## src/hw/rtl/handshake_connection_table_macros.svh

```systemverilog
// ----------------------------------------------------------------------------
// Handshake connection table assertion macros
// Short forms for the concurrent checks of the table, clocked on clock and
// disabled during reset.
// ----------------------------------------------------------------------------
`ifndef HANDSHAKE_CONNECTION_TABLE_MACROS_SVH
`define HANDSHAKE_CONNECTION_TABLE_MACROS_SVH

// same-cycle implication
`define HCT_ASSERT_IMP(name, ante, cons, msg) \
   name: assert property (@(posedge clock) disable iff (reset) (ante) |-> (cons)) \
      else $error(msg);

// next-cycle implication
`define HCT_ASSERT_NXT(name, ante, cons, msg) \
   name: assert property (@(posedge clock) disable iff (reset) (ante) |=> (cons)) \
      else $error(msg);

`endif

```

## src/hw/rtl/hct_pkg.sv

```systemverilog
// ----------------------------------------------------------------------------
// Handshake connection table package
// Field widths, peer and status types and status codes of the table.
// ----------------------------------------------------------------------------
package hct_pkg;

   localparam int STATUS_W = 4;
   localparam int SLOT_W   = 4;
   localparam int IP_W     = 32;
   localparam int PORT_W   = 16;
   localparam int SEQ_W    = 32;
   localparam int PEER_W   = IP_W + PORT_W;

   typedef logic [PEER_W-1:0]   peer_type;
   typedef logic [STATUS_W-1:0] status_type;

   localparam logic REQ_SEGMENT = 1'b0;
   localparam logic REQ_ACCEPT  = 1'b1;

   localparam status_type STS_SYNACK    = 4'd0;
   localparam status_type STS_SYN_FULL  = 4'd1;
   localparam status_type STS_SYN_DUP   = 4'd2;
   localparam status_type STS_DONE      = 4'd3;
   localparam status_type STS_NOT_HALF  = 4'd4;
   localparam status_type STS_ALREADY   = 4'd5;
   localparam status_type STS_ACC_FULL  = 4'd6;
   localparam status_type STS_IGNORED   = 4'd7;
   localparam status_type STS_POPPED    = 4'd8;
   localparam status_type STS_NONE      = 4'd9;

endpackage

```

## src/hw/rtl/handshake_connection_table.sv

```systemverilog
// ----------------------------------------------------------------------------
// Handshake connection table
// Listen-side half-open and accepted peer tables with SYN-ACK generation.
// ----------------------------------------------------------------------------
// Usage:
//   req_* carries one transaction: an arriving segment (req_type 0) or an
//   accept request (req_type 1). rsp_* returns exactly one result per
//   transaction, in order. Both channels use valid/stall.
//   One transaction is worked at a time; req_stall is high while busy.
//   A single compare unit walks one table slot per cycle through the
//   registered read ports of the peer memories. req_stall drops with rsp_valid,
//   so the next transaction can be accepted while that result is presented.
//   Reset clears both valid vectors at once; no clearing pass is needed.
//   A stalled result stays in the output register; the next transaction
//   is accepted meanwhile, and its result waits until the register frees.
// ----------------------------------------------------------------------------
module handshake_connection_table #(
   parameter int HALF_OPEN_SLOTS = 16,
   parameter int ACCEPT_SLOTS    = 16
) (
   input  logic                          clock,
   input  logic                          reset,
   input  logic                          req_valid,
   output logic                          req_stall,
   input  logic                          req_type,
   input  logic [hct_pkg::IP_W-1:0]      req_src_ip,
   input  logic [hct_pkg::PORT_W-1:0]    req_src_port,
   input  logic                          req_flag_syn,
   input  logic                          req_flag_ack,
   input  logic [hct_pkg::SEQ_W-1:0]     req_seg_seq,
   input  logic [hct_pkg::SEQ_W-1:0]     req_local_isn,
   output logic                          rsp_valid,
   input  logic                          rsp_stall,
   output hct_pkg::status_type           rsp_status,
   output logic                          rsp_reply_valid,
   output logic [hct_pkg::SEQ_W-1:0]     rsp_reply_seq,
   output logic [hct_pkg::SEQ_W-1:0]     rsp_reply_ack,
   output logic [hct_pkg::IP_W-1:0]      rsp_peer_ip,
   output logic [hct_pkg::PORT_W-1:0]    rsp_peer_port,
   output logic [hct_pkg::SLOT_W-1:0]    rsp_slot_index
);
   import hct_pkg::*;

   localparam int HO_IW  = (HALF_OPEN_SLOTS > 1) ? $clog2(HALF_OPEN_SLOTS) : 1;
   localparam int AC_IW  = (ACCEPT_SLOTS > 1) ? $clog2(ACCEPT_SLOTS) : 1;
   localparam int SCAN_W = (HO_IW > AC_IW) ? HO_IW : AC_IW;
   localparam logic [SCAN_W-1:0] HO_LAST = SCAN_W'(HALF_OPEN_SLOTS - 1);
   localparam logic [SCAN_W-1:0] AC_LAST = SCAN_W'(ACCEPT_SLOTS - 1);

   localparam logic [1:0] S_IDLE   = 2'd0;
   localparam logic [1:0] S_SCAN   = 2'd1;
   localparam logic [1:0] S_DECIDE = 2'd2;

   localparam logic [1:0] K_POP = 2'd0;
   localparam logic [1:0] K_SYN = 2'd1;
   localparam logic [1:0] K_ACK = 2'd2;
   localparam logic [1:0] K_IGN = 2'd3;

   // peer memories; valid bits live in flops
   peer_type ho_mem [HALF_OPEN_SLOTS];
   peer_type ac_mem [ACCEPT_SLOTS];
   peer_type ho_rd_ff, ac_rd_ff;

   logic [1:0]                 state_ff, state_in;
   logic [1:0]                 kind_ff, kind_in;
   logic                       phase_ff, phase_in;
   peer_type                   key_ff, key_in;
   logic [SEQ_W-1:0]           seq_ff, seq_in;
   logic [SEQ_W-1:0]           isn_ff, isn_in;
   logic [SCAN_W-1:0]          idx_ff, idx_in;
   logic                       issue_ff, issue_in;
   logic                       cmp_vld_ff, cmp_vld_in;
   logic [SCAN_W-1:0]          cmp_idx_ff, cmp_idx_in;
   logic                       hit_ff, hit_in;
   logic [SCAN_W-1:0]          hit_idx_ff, hit_idx_in;
   peer_type                   hit_data_ff, hit_data_in;
   logic                       free_ff, free_in;
   logic [SCAN_W-1:0]          free_idx_ff, free_idx_in;
   logic [SCAN_W-1:0]          ack_slot_ff, ack_slot_in;
   logic [HALF_OPEN_SLOTS-1:0] ho_valid_ff, ho_valid_in;
   logic [ACCEPT_SLOTS-1:0]    ac_valid_ff, ac_valid_in;
   logic                       rsp_valid_ff, rsp_valid_in;
   status_type                 rsp_status_ff, rsp_status_in;
   logic                       rsp_reply_valid_ff, rsp_reply_valid_in;
   logic [SEQ_W-1:0]           rsp_reply_seq_ff, rsp_reply_seq_in;
   logic [SEQ_W-1:0]           rsp_reply_ack_ff, rsp_reply_ack_in;
   logic [IP_W-1:0]            rsp_peer_ip_ff, rsp_peer_ip_in;
   logic [PORT_W-1:0]          rsp_peer_port_ff, rsp_peer_port_in;
   logic [SLOT_W-1:0]          rsp_slot_ff, rsp_slot_in;

   logic                       sel_acc, match_any, scan_last;
   logic [SCAN_W-1:0]          last_idx;
   peer_type                   cmp_data;
   logic                       cmp_valid_bit, cmp_match;
   logic                       out_free, req_fire;
   logic                       ho_we, ac_we;
   logic [HO_IW-1:0]           ho_waddr;
   logic [AC_IW-1:0]           ac_waddr;
   logic [SCAN_W+SLOT_W-1:0]   hit_ext, free_ext, ack_ext;
   logic [1:0]                 req_kind;

   assign sel_acc   = (kind_ff == K_POP) || ((kind_ff == K_ACK) && !phase_ff);
   assign match_any = (kind_ff == K_POP);
   assign last_idx  = sel_acc ? AC_LAST : HO_LAST;
   assign scan_last = cmp_vld_ff && (cmp_idx_ff == last_idx);

   // shared compare unit
   assign cmp_data      = sel_acc ? ac_rd_ff : ho_rd_ff;
   assign cmp_valid_bit = sel_acc ? ac_valid_ff[cmp_idx_ff[AC_IW-1:0]]
                                  : ho_valid_ff[cmp_idx_ff[HO_IW-1:0]];
   assign cmp_match     = cmp_valid_bit && (match_any || (cmp_data == key_ff));

   assign out_free  = !rsp_valid_ff || !rsp_stall;
   assign req_stall = (state_ff != S_IDLE);
   assign req_fire  = req_valid && !req_stall;

   assign hit_ext  = {{SLOT_W{1'b0}}, hit_idx_ff};
   assign free_ext = {{SLOT_W{1'b0}}, free_idx_ff};
   assign ack_ext  = {{SLOT_W{1'b0}}, ack_slot_ff};

   always_comb begin
      if (req_type == REQ_ACCEPT) begin
         req_kind = K_POP;
      end else if (req_flag_syn && !req_flag_ack) begin
         req_kind = K_SYN;
      end else if (!req_flag_syn && req_flag_ack) begin
         req_kind = K_ACK;
      end else begin
         req_kind = K_IGN;
      end
   end

   always_comb begin
      state_in           = state_ff;
      kind_in            = kind_ff;
      phase_in           = phase_ff;
      key_in             = key_ff;
      seq_in             = seq_ff;
      isn_in             = isn_ff;
      idx_in             = idx_ff;
      issue_in           = issue_ff;
      cmp_vld_in         = (state_ff == S_SCAN) && issue_ff;
      cmp_idx_in         = idx_ff;
      hit_in             = hit_ff;
      hit_idx_in         = hit_idx_ff;
      hit_data_in        = hit_data_ff;
      free_in            = free_ff;
      free_idx_in        = free_idx_ff;
      ack_slot_in        = ack_slot_ff;
      ho_valid_in        = ho_valid_ff;
      ac_valid_in        = ac_valid_ff;
      rsp_valid_in       = rsp_valid_ff && rsp_stall;
      rsp_status_in      = rsp_status_ff;
      rsp_reply_valid_in = rsp_reply_valid_ff;
      rsp_reply_seq_in   = rsp_reply_seq_ff;
      rsp_reply_ack_in   = rsp_reply_ack_ff;
      rsp_peer_ip_in     = rsp_peer_ip_ff;
      rsp_peer_port_in   = rsp_peer_port_ff;
      rsp_slot_in        = rsp_slot_ff;
      ho_we              = 1'b0;
      ac_we              = 1'b0;
      ho_waddr           = free_idx_ff[HO_IW-1:0];
      ac_waddr           = ack_slot_ff[AC_IW-1:0];

      case (state_ff)
         S_IDLE: begin
            if (req_fire) begin
               kind_in  = req_kind;
               phase_in = 1'b0;
               key_in   = {req_src_ip, req_src_port};
               seq_in   = req_seg_seq;
               isn_in   = req_local_isn;
               idx_in   = '0;
               issue_in = 1'b1;
               hit_in   = 1'b0;
               free_in  = 1'b0;
               state_in = (req_kind == K_IGN) ? S_DECIDE : S_SCAN;
            end
         end
         S_SCAN: begin
            if (issue_ff) begin
               idx_in = idx_ff + 1'b1;
               if (idx_ff == last_idx) begin
                  issue_in = 1'b0;
               end
            end
            if (cmp_vld_ff) begin
               if (cmp_match && !hit_ff) begin
                  hit_in      = 1'b1;
                  hit_idx_in  = cmp_idx_ff;
                  hit_data_in = cmp_data;
               end
               if (!cmp_valid_bit && !free_ff) begin
                  free_in     = 1'b1;
                  free_idx_in = cmp_idx_ff;
               end
            end
            if (scan_last) begin
               state_in = S_DECIDE;
            end
         end
         S_DECIDE: begin
            if (out_free) begin
               // finish by default; the first ACK pass overrides below
               state_in           = S_IDLE;
               rsp_valid_in       = 1'b1;
               rsp_status_in      = STS_IGNORED;
               rsp_reply_valid_in = 1'b0;
               rsp_reply_seq_in   = '0;
               rsp_reply_ack_in   = '0;
               rsp_peer_ip_in     = '0;
               rsp_peer_port_in   = '0;
               rsp_slot_in        = '0;
               case (kind_ff)
                  K_POP: begin
                     if (hit_ff) begin
                        ac_valid_in[hit_idx_ff[AC_IW-1:0]] = 1'b0;
                        rsp_status_in    = STS_POPPED;
                        rsp_peer_ip_in   = hit_data_ff[PEER_W-1:PORT_W];
                        rsp_peer_port_in = hit_data_ff[PORT_W-1:0];
                        rsp_slot_in      = hit_ext[SLOT_W-1:0];
                     end else begin
                        rsp_status_in = STS_NONE;
                     end
                  end
                  K_SYN: begin
                     if (hit_ff) begin
                        rsp_status_in = STS_SYN_DUP;
                     end else if (!free_ff) begin
                        rsp_status_in = STS_SYN_FULL;
                     end else begin
                        ho_we                                = 1'b1;
                        ho_valid_in[free_idx_ff[HO_IW-1:0]] = 1'b1;
                        rsp_status_in      = STS_SYNACK;
                        rsp_reply_valid_in = 1'b1;
                        rsp_reply_seq_in   = isn_ff;
                        rsp_reply_ack_in   = seq_ff + 1'b1;
                        rsp_slot_in        = free_ext[SLOT_W-1:0];
                     end
                  end
                  K_ACK: begin
                     if (!phase_ff) begin
                        if (hit_ff) begin
                           rsp_status_in = STS_ALREADY;
                        end else if (!free_ff) begin
                           rsp_status_in = STS_ACC_FULL;
                        end else begin
                           // hold the accepted slot, rescan the half-open table
                           rsp_valid_in = rsp_valid_ff && rsp_stall;
                           ack_slot_in  = free_idx_ff;
                           phase_in     = 1'b1;
                           idx_in       = '0;
                           issue_in     = 1'b1;
                           hit_in       = 1'b0;
                           free_in      = 1'b0;
                           state_in     = S_SCAN;
                        end
                     end else if (hit_ff) begin
                        ho_valid_in[hit_idx_ff[HO_IW-1:0]]  = 1'b0;
                        ac_valid_in[ack_slot_ff[AC_IW-1:0]] = 1'b1;
                        ac_we         = 1'b1;
                        rsp_status_in = STS_DONE;
                        rsp_slot_in   = ack_ext[SLOT_W-1:0];
                     end else begin
                        rsp_status_in = STS_NOT_HALF;
                     end
                  end
                  default: begin
                     rsp_status_in = STS_IGNORED;
                  end
               endcase
            end
         end
         default: begin
            state_in = S_IDLE;
         end
      endcase
   end

   always_ff @(posedge clock) begin
      if (ho_we) begin
         ho_mem[ho_waddr] <= key_ff;
      end
      ho_rd_ff <= ho_mem[idx_ff[HO_IW-1:0]];
   end

   always_ff @(posedge clock) begin
      if (ac_we) begin
         ac_mem[ac_waddr] <= key_ff;
      end
      ac_rd_ff <= ac_mem[idx_ff[AC_IW-1:0]];
   end

   always_ff @(posedge clock) begin
      if (reset) begin
         state_ff     <= S_IDLE;
         issue_ff     <= 1'b0;
         cmp_vld_ff   <= 1'b0;
         ho_valid_ff  <= '0;
         ac_valid_ff  <= '0;
         rsp_valid_ff <= 1'b0;
      end else begin
         state_ff     <= state_in;
         issue_ff     <= issue_in;
         cmp_vld_ff   <= cmp_vld_in;
         ho_valid_ff  <= ho_valid_in;
         ac_valid_ff  <= ac_valid_in;
         rsp_valid_ff <= rsp_valid_in;
      end
   end

   always_ff @(posedge clock) begin
      kind_ff            <= kind_in;
      phase_ff           <= phase_in;
      key_ff             <= key_in;
      seq_ff             <= seq_in;
      isn_ff             <= isn_in;
      idx_ff             <= idx_in;
      cmp_idx_ff         <= cmp_idx_in;
      hit_ff             <= hit_in;
      hit_idx_ff         <= hit_idx_in;
      hit_data_ff        <= hit_data_in;
      free_ff            <= free_in;
      free_idx_ff        <= free_idx_in;
      ack_slot_ff        <= ack_slot_in;
      rsp_status_ff      <= rsp_status_in;
      rsp_reply_valid_ff <= rsp_reply_valid_in;
      rsp_reply_seq_ff   <= rsp_reply_seq_in;
      rsp_reply_ack_ff   <= rsp_reply_ack_in;
      rsp_peer_ip_ff     <= rsp_peer_ip_in;
      rsp_peer_port_ff   <= rsp_peer_port_in;
      rsp_slot_ff        <= rsp_slot_in;
   end

   assign rsp_valid       = rsp_valid_ff;
   assign rsp_status      = rsp_status_ff;
   assign rsp_reply_valid = rsp_reply_valid_ff;
   assign rsp_reply_seq   = rsp_reply_seq_ff;
   assign rsp_reply_ack   = rsp_reply_ack_ff;
   assign rsp_peer_ip     = rsp_peer_ip_ff;
   assign rsp_peer_port   = rsp_peer_port_ff;
   assign rsp_slot_index  = rsp_slot_ff;

`include "handshake_connection_table_macros.svh"

   `HCT_ASSERT_IMP(a_reply_only_synack, rsp_valid_ff,
      rsp_reply_valid_ff == (rsp_status_ff == STS_SYNACK), "reply flag disagrees with status")
   `HCT_ASSERT_NXT(a_busy_after_accept, req_fire, state_ff != S_IDLE,
      "transaction accepted but sequencer stayed idle")
   `HCT_ASSERT_NXT(a_tables_change_on_decide, state_ff != S_DECIDE,
      $stable(ho_valid_ff) && $stable(ac_valid_ff), "table valid bits changed outside decide")
   `HCT_ASSERT_IMP(a_scan_in_range, cmp_vld_ff, cmp_idx_ff <= last_idx,
      "compare index beyond table depth")

endmodule

```

## config.mk

```make
export PLATFORM = sky130hd
export DESIGN_NAME = handshake_connection_table
export DESIGN_NICKNAME = d
export VERILOG_FILES = /design/src/hw/rtl/hct_pkg.sv /design/src/hw/rtl/handshake_connection_table.sv
export VERILOG_INCLUDE_DIRS = /design/src /design/src/hw/rtl
export SDC_FILE = /design/constraint.sdc
export NUM_CORES = 2
export LEC_CHECK = 0
export BUFFER_PORTS_ARGS = -buffer_cell sky130_fd_sc_hd__buf_2
export CAP_MARGIN = 20
export CORE_MARGIN = 1.5
export CORE_UTILIZATION = 56
export DETAILED_ROUTE_END_ITERATION = 8
export GPL_ROUTABILITY_DRIVEN = 0
export PLACE_DENSITY_LB_ADDON = 0.05
export SYNTH_ARGS = -nofsm -noshare
export SYNTH_HDL_FRONTEND = slang
export SYNTH_SLANG_ARGS = --single-unit
```

## constraint.sdc

```tcl
create_clock -name clock -period 8.5 [get_ports clock]
set_input_delay 1.275 -clock clock [delete_from_list [all_inputs] [get_ports clock]]
set_output_delay 1.275 -clock clock [all_outputs]
set_load 0.005 [all_outputs]
```

* Word-level counts from Yosys, hierarchy flattened
Memories as Yosys holds them, arrays and structs flattened. A register that Yosys moved wholly into a read port is not among the register bits. Cells that the tools add are included. W data, S select, Z words.
Cells by class: reduce and logical (&&, ||, !) cells 47, $lt $le $gt $ge 7, bitwise operators 9, multiplexer cells 102, add/sub/neg operators 2, eq/ne operators 24
Operators with widths (count):
- $mux W16 | 7
- $pmux W16 S2 | 2
- $mux W1 | 57
- $mux W4 | 13
- $eq A48 B48 Y1 | 1
- $mux W48 | 1
- $pmux W4 S3 | 3
- $add A32 B1 Y32 const B | 1
- $and A16 B16 Y16 | 2
- $or A16 B16 Y16 | 2
- $ne A2 B2 Y1 const B | 14
- $reduce_and A7 Y1 | 3
- $lt A4 B5 Y1 const B | 4
- $mux W2 | 8
- $not A16 Y16 | 1
- $reduce_and A8 Y1 | 2
- $logic_and A1 B1 Y1 | 13
- $demux W1 S4 | 3
- $ge A4 B1 Y1 const B | 3
- $reduce_and A6 Y1 | 2
- $logic_not A1 Y1 | 9
- $pmux W1 S3 | 3
- $reduce_and A3 Y1 | 3
- $bmux W1 S4 | 2
- 16 further kinds | 32
Word-level totals: output and inout port bits 123, bits in writable memories 1536, input bits 119, word-level logic and storage cells 219, register bits after elaboration 343, memories kept 2
Memories:
- ac_mem | words 16, bits a word 48, read ports 1, clocked after memory_dff 1, wr ports 1, line handshake_connection_table.sv:61 | peer_type ac_mem [ACCEPT_SLOTS];
- ho_mem | words 16, bits a word 48, read ports 1, clocked after memory_dff 1, wr ports 1, line handshake_connection_table.sv:60 | peer_type ho_mem [HALF_OPEN_SLOTS];

* Longest topological paths before layout
depth after elaboration 11, gate-level depth with buffers 11

* Worst setup path before layout
OpenSTA, ideal clock, no wires.
path kind input port to flip-flop, from input port rsp_stall, to memory ac_mem[12][0] (netlist name) (enable), setup slack 157 ps, library setup time 513 ps, cell stages on the path 6, buffers on the path 0, arrival 7831 ps, path through nand2_1 > nand2_1 > inv_1 > and3_1 > nand3_1 > nor3_1
On the way: longest elaborated chain between the ends 6
Ends and longest elaborated chain:
- start: declaration | line handshake_connection_table.sv:33 | input logic rsp_stall,
- $logic_not A1 Y1 | line handshake_connection_table.sv:113 | assign out_free = !rsp_valid_ff || !rsp_stall;
- $logic_or A1 B1 Y1 | line handshake_connection_table.sv:113
- $mux W1 | line handshake_connection_table.sv:203 | if (out_free) begin
- $mux W1 | line handshake_connection_table.sv:165 | case (state_ff)
- $mux W1 | line handshake_connection_table.sv:288 | if (ac_we) begin
- $mux W1 (implied by the code) | line handshake_connection_table.sv:289 | ac_mem[ac_waddr] <= key_ff;
- end: declaration | line handshake_connection_table.sv:61
Every way passes these cells.

* Final worst setup path
from register key_ff[9], to register hit_data_ff[23] (enable)
On the way: longest elaborated chain between the ends 5
Ends and longest elaborated chain:
- start: declaration | line handshake_connection_table.sv:67 | peer_type key_ff, key_in;
- start signal: assignment | line handshake_connection_table.sv:315 | key_ff <= key_in;
- $eq A48 B48 Y1 | line handshake_connection_table.sv:111 | assign cmp_match = cmp_valid_bit && (match_any || (cmp_data == key_ff));
- $logic_or A1 B1 Y1 | line handshake_connection_table.sv:111
- $logic_and A1 B1 Y1 | line handshake_connection_table.sv:111
- $logic_and A1 B1 Y1 | line handshake_connection_table.sv:188 | if (cmp_match && !hit_ff) begin
- $reduce_and A3 Y1 (no line)
- end signal: assignment | line handshake_connection_table.sv:322 | hit_data_ff <= hit_data_in;
- end: declaration | line handshake_connection_table.sv:76 | peer_type hit_data_ff, hit_data_in;
Every way passes these cells. A chain may end at the register's enable or synchronous reset.

==> impl_metrics.py <==
metrics = {
    "sta": {
        "fin_ws_ns": 3.746,
        "relSlewSlack_pct": 21.59,
        "fin_crit_ns": 4.754,
        "setup_violations": 0,
        "skew_ns": 0.02392,
        "hold_slack_ns": 0.4739,
        "fin_crit_sh_pct": 55.93,
        "fmax_mhz": 210.3,
        "fin_tns_setup_ns": 0,
        "hold_viol_final": 0,
        "finalMaxSlewViolations": 0,
        "worstMarginPinSlew_ns": 1.176,
        "rsz0062_at_grt": "no",
    },
    "pwr": {
        "peakVddDrop_v": 0.0001736,
        "power.density_mw_per_mm2": 256.9,
        "power_leakage_nw": 27.54,
    },
    "clock_tree": {
        "cts_root_buffer": "clkbuf_16",
        "clk_pin_slew_ns": 0.06,
        "cts_tree": "done",
        "clk_path_buf_depth": 3,
        "clock-sinks": 1975,
        "cts_setup_buffers": 0,
        "htreeDepth": 4,
        "clk_latency_ns": 0.80,
        "cts_resized": 0,
        "cts_hold_buf": 0,
        "numCtsBuffers": 194,
    },
    "routing": {
        "first_pass_iters": 6,
        "wl_um": 181000,
        "avgRoutedWirePerCell_um": 31.82,
        "drt_iter0_drc": 4488,
        "drc": 0,
        "viasPerCell": 6.324,
        "drtAntennaViolNets": 0,
        "vias": 35980,
    },
    "critical_path": {
        "crit_fanout": 52,
        "cp_data_arrival_time_ns": 5.17,
        "cp-start-kind": "flop",
        "crit_path_cell_trace": "inv_1 -> a2111oi_0 -> or4b_1 -> o31ai_1 -> o211ai_1 -> nor4_2 -> o211a_4",
        "end_kind": "flop",
        "slowest_stage": "edfxtp_1",
        "worstPathRequired_ns": 8.91,
        "worstSetupPathType": "flop to flop",
        "slowest_delay_ns": 0.94,
    },
    "die": {
        "die_area_sq_mm": 0.1341,
        "die_width_um": 366.2,
        "die_h_um": 366.2,
        "row_count": 133,
        "io_pins": 242,
        "start_util_pct": 56.34,
        "core_sq_mm": 0.1311,
    },
    "global_routing": {
        "gr-usage-all-layers_pct": 27.39,
        "grt_overflow": 0,
        "met3_usage_pct": 4.670,
        "gr-usage-met2_pct": 43.88,
        "grt_max_degree": 122,
        "grt_use_met1_pct": 39.56,
        "grt_pass1_wl_um": 261800,
        "antenna_found_initial": 8,
        "busiest_layer": "met2",
        "first_global_vias": 36780,
    },
    "status": {
        "status": "finished, final reports clean",
    },
    "synth": {
        "ys.flop_type": "edfxtp_1",
        "synth_nets": 3500,
        "synth_top_area_share_pct": 74.71,
        "yosysTopAreaCell": "edfxtp_1",
        "synth_async_sr_flop_share_pct": 0,
        "avgSynthCellArea_sq_um": 21.88,
        "synth_cell_types": 63,
        "synth_cells": 3377,
        "ys_ff_latch": 1975,
        "netlist_area_sq_mm": 0.07388,
        "yosysWarnings": 0,
        "synth-edff-count": 1838,
        "seq_area_frac_synth_pct": 78.42,
        "synth.area.top_cells": "edfxtp_1, mux4_2, dfxtp_1, nand2_1, clkbuf_1",
    },
    "placed_design": {
        "dpl.hpwl_um": 100500,
        "io_buffer_count": 241,
        "placed_cells": 5318,
        "dp_slack_ns": 3.647,
    },
    "cells_and_area": {
        "area_delta_synth_final_pct": 14.16,
        "layout.cells.non_filler": 5690,
        "fin_nets": 3884,
        "fill_cells": 8735,
        "drive_gt1_share_pct": 29.69,
    },
    "flow_run": {
        "max-cap-violations": 0,
    },
    "min_path": {
        "hold_path_class": "flop to flop",
    },
}
==> flip-flops by register name, indices dropped and copies added (netlist names), 16 cells and up <==
signal,cells
ho_mem,768
isn_ff,32
rsp_peer_ip,32
key_ff,48
hit_data_ff,48
rsp_reply_ack,32
rsp_peer_port,16
ac_valid_ff,16
ho_valid_ff,16
rsp_reply_seq,32
ac_mem,768
seq_ff,32
ho_rd_ff,48
ac_rd_ff,48
==> synthesized netlist by cell type, types with 21 or more instances <==
library cell / number
a21oi_1: 52
and2_1: 34
and3_1: 55
buf_1: 35
buf_2: 21
clkbuf_1: 97
dfxtp_1: 137
edfxtp_1: 1838
inv_1: 54
mux4_2: 482
nand2_1: 139
nand3_1: 31
nor2_1: 95
nor3_1: 26
o21ai_0: 41
xnor2_1: 32
xor2_1: 37
==> report_power, final <==
group | total, mW | switching [mW] | internal (mW)
sequential | 11.1 | 0.238 | 10.9
clock | 8.71 | 3.58 | 5.13
combinational | 1.85 | 1.02 | 0.833
==> critical path, delay by kind of cell, from the launching register on <==
family / cells / cell delay (ns)
AND/OR/NAND/NOR: 2 / 1.22
flip-flops: 1 / 0.94
AO/OA/AOI/OAI: 4 / 1.84
buffers and inverters: 1 / 0.30
==> layout make-up <==
class / count / area, sq um / share of cell area [%]
timing repair buffer: 343 / 2100 / 2.490
tap: 1755 / 2196 / 2.604
antenna: 5 / 12.51 / 0.01484
clock inverter: 95 / 1106 / 1.312
multi-input combinational: 1191 / 15330 / 18.18
clock buffer: 270 / 5435 / 6.445
sequential: 1975 / 57940 / 68.70
inverter: 56 / 219.0 / 0.2596
==> worst paths after layout <==
kind | start | slack, ns | depth (start not counted) | end
setup / recovery | key_ff[9] | 3.75 | 7 | hit_data_ff[23]
hold / removal | issue_ff | 0.47 | 2 | cmp_vld_ff
setup reg to reg | key_ff[9] | 3.75 | 7 | hit_data_ff[23]
hold reg to reg | issue_ff | 0.47 | 2 | cmp_vld_ff
==> layout by cell type (no fill, tap or decap), types with 6 or more instances in the layout <==
cell	instances
buf_12	7
clkinv_1	27
a222oi_1	6
edfxtp_1	1838
nor2_1	71
clkinv_8	7
inv_1	50
nor2b_1	19
a21oi_1	52
clkinvlp_4	8
mux4_2	482
o2bb2ai_1	6
o21ai_1	8
and3_1	55
nand4_1	14
bufinv_16	22
nor3_2	7
nand2b_1	10
nand2_1	139
nor2_4	24
buf_4	93
nand3_1	31
xor2_1	37
dfxtp_1	137
mux4_1	8
clkbuf_1	51
nor3_1	19
and2_1	34
clkbuf_16	198
nor4_1	7
o21ai_0	41
clkinv_2	30
o22ai_1	13
buf_2	241
xnor2_1	32
mux2_2	7
clkbuf_8	21
==> layer usage <==
metal / part of all wire (%) / vias up / wire length (um)
li1: - / 14740 / -
met2: 49 / 1731 / 88770
met1: 40 / 19180 / 73140
met3: 7.9 / 328 / 14340
met5: 0 / - / 0
met4: 2.6 / 0 / 4783
==> cells by family (layout without fill, tap and decap cells) <==
family	count (synthesis)	in the layout	synth area share [%]
AO/OA/AOI/OAI	162	162	1.382
AND/OR/NAND/NOR	453	453	2.996
multiplexers	503	503	15.19
XOR/XNOR	69	69	0.8180
other	0	5	0
adder cells (fa/ha/maj)	4	4	0.06775
buffers and inverters	211	764	1.128
flip-flops	1975	1975	78.42
==> metrics by stage <==
stage,util [%],power [mW],instance area [sq um]
after global routing,64.30,22.27,84320
after floorplan,-,12.44,73880
after detailed placement,59.27,13.15,77730
final,64.31,21.67,84330
after global placement,59.26,13.14,77710
after CTS,64.26,21.81,84270
No activity file was read; power rests on OpenSTA's default activity.
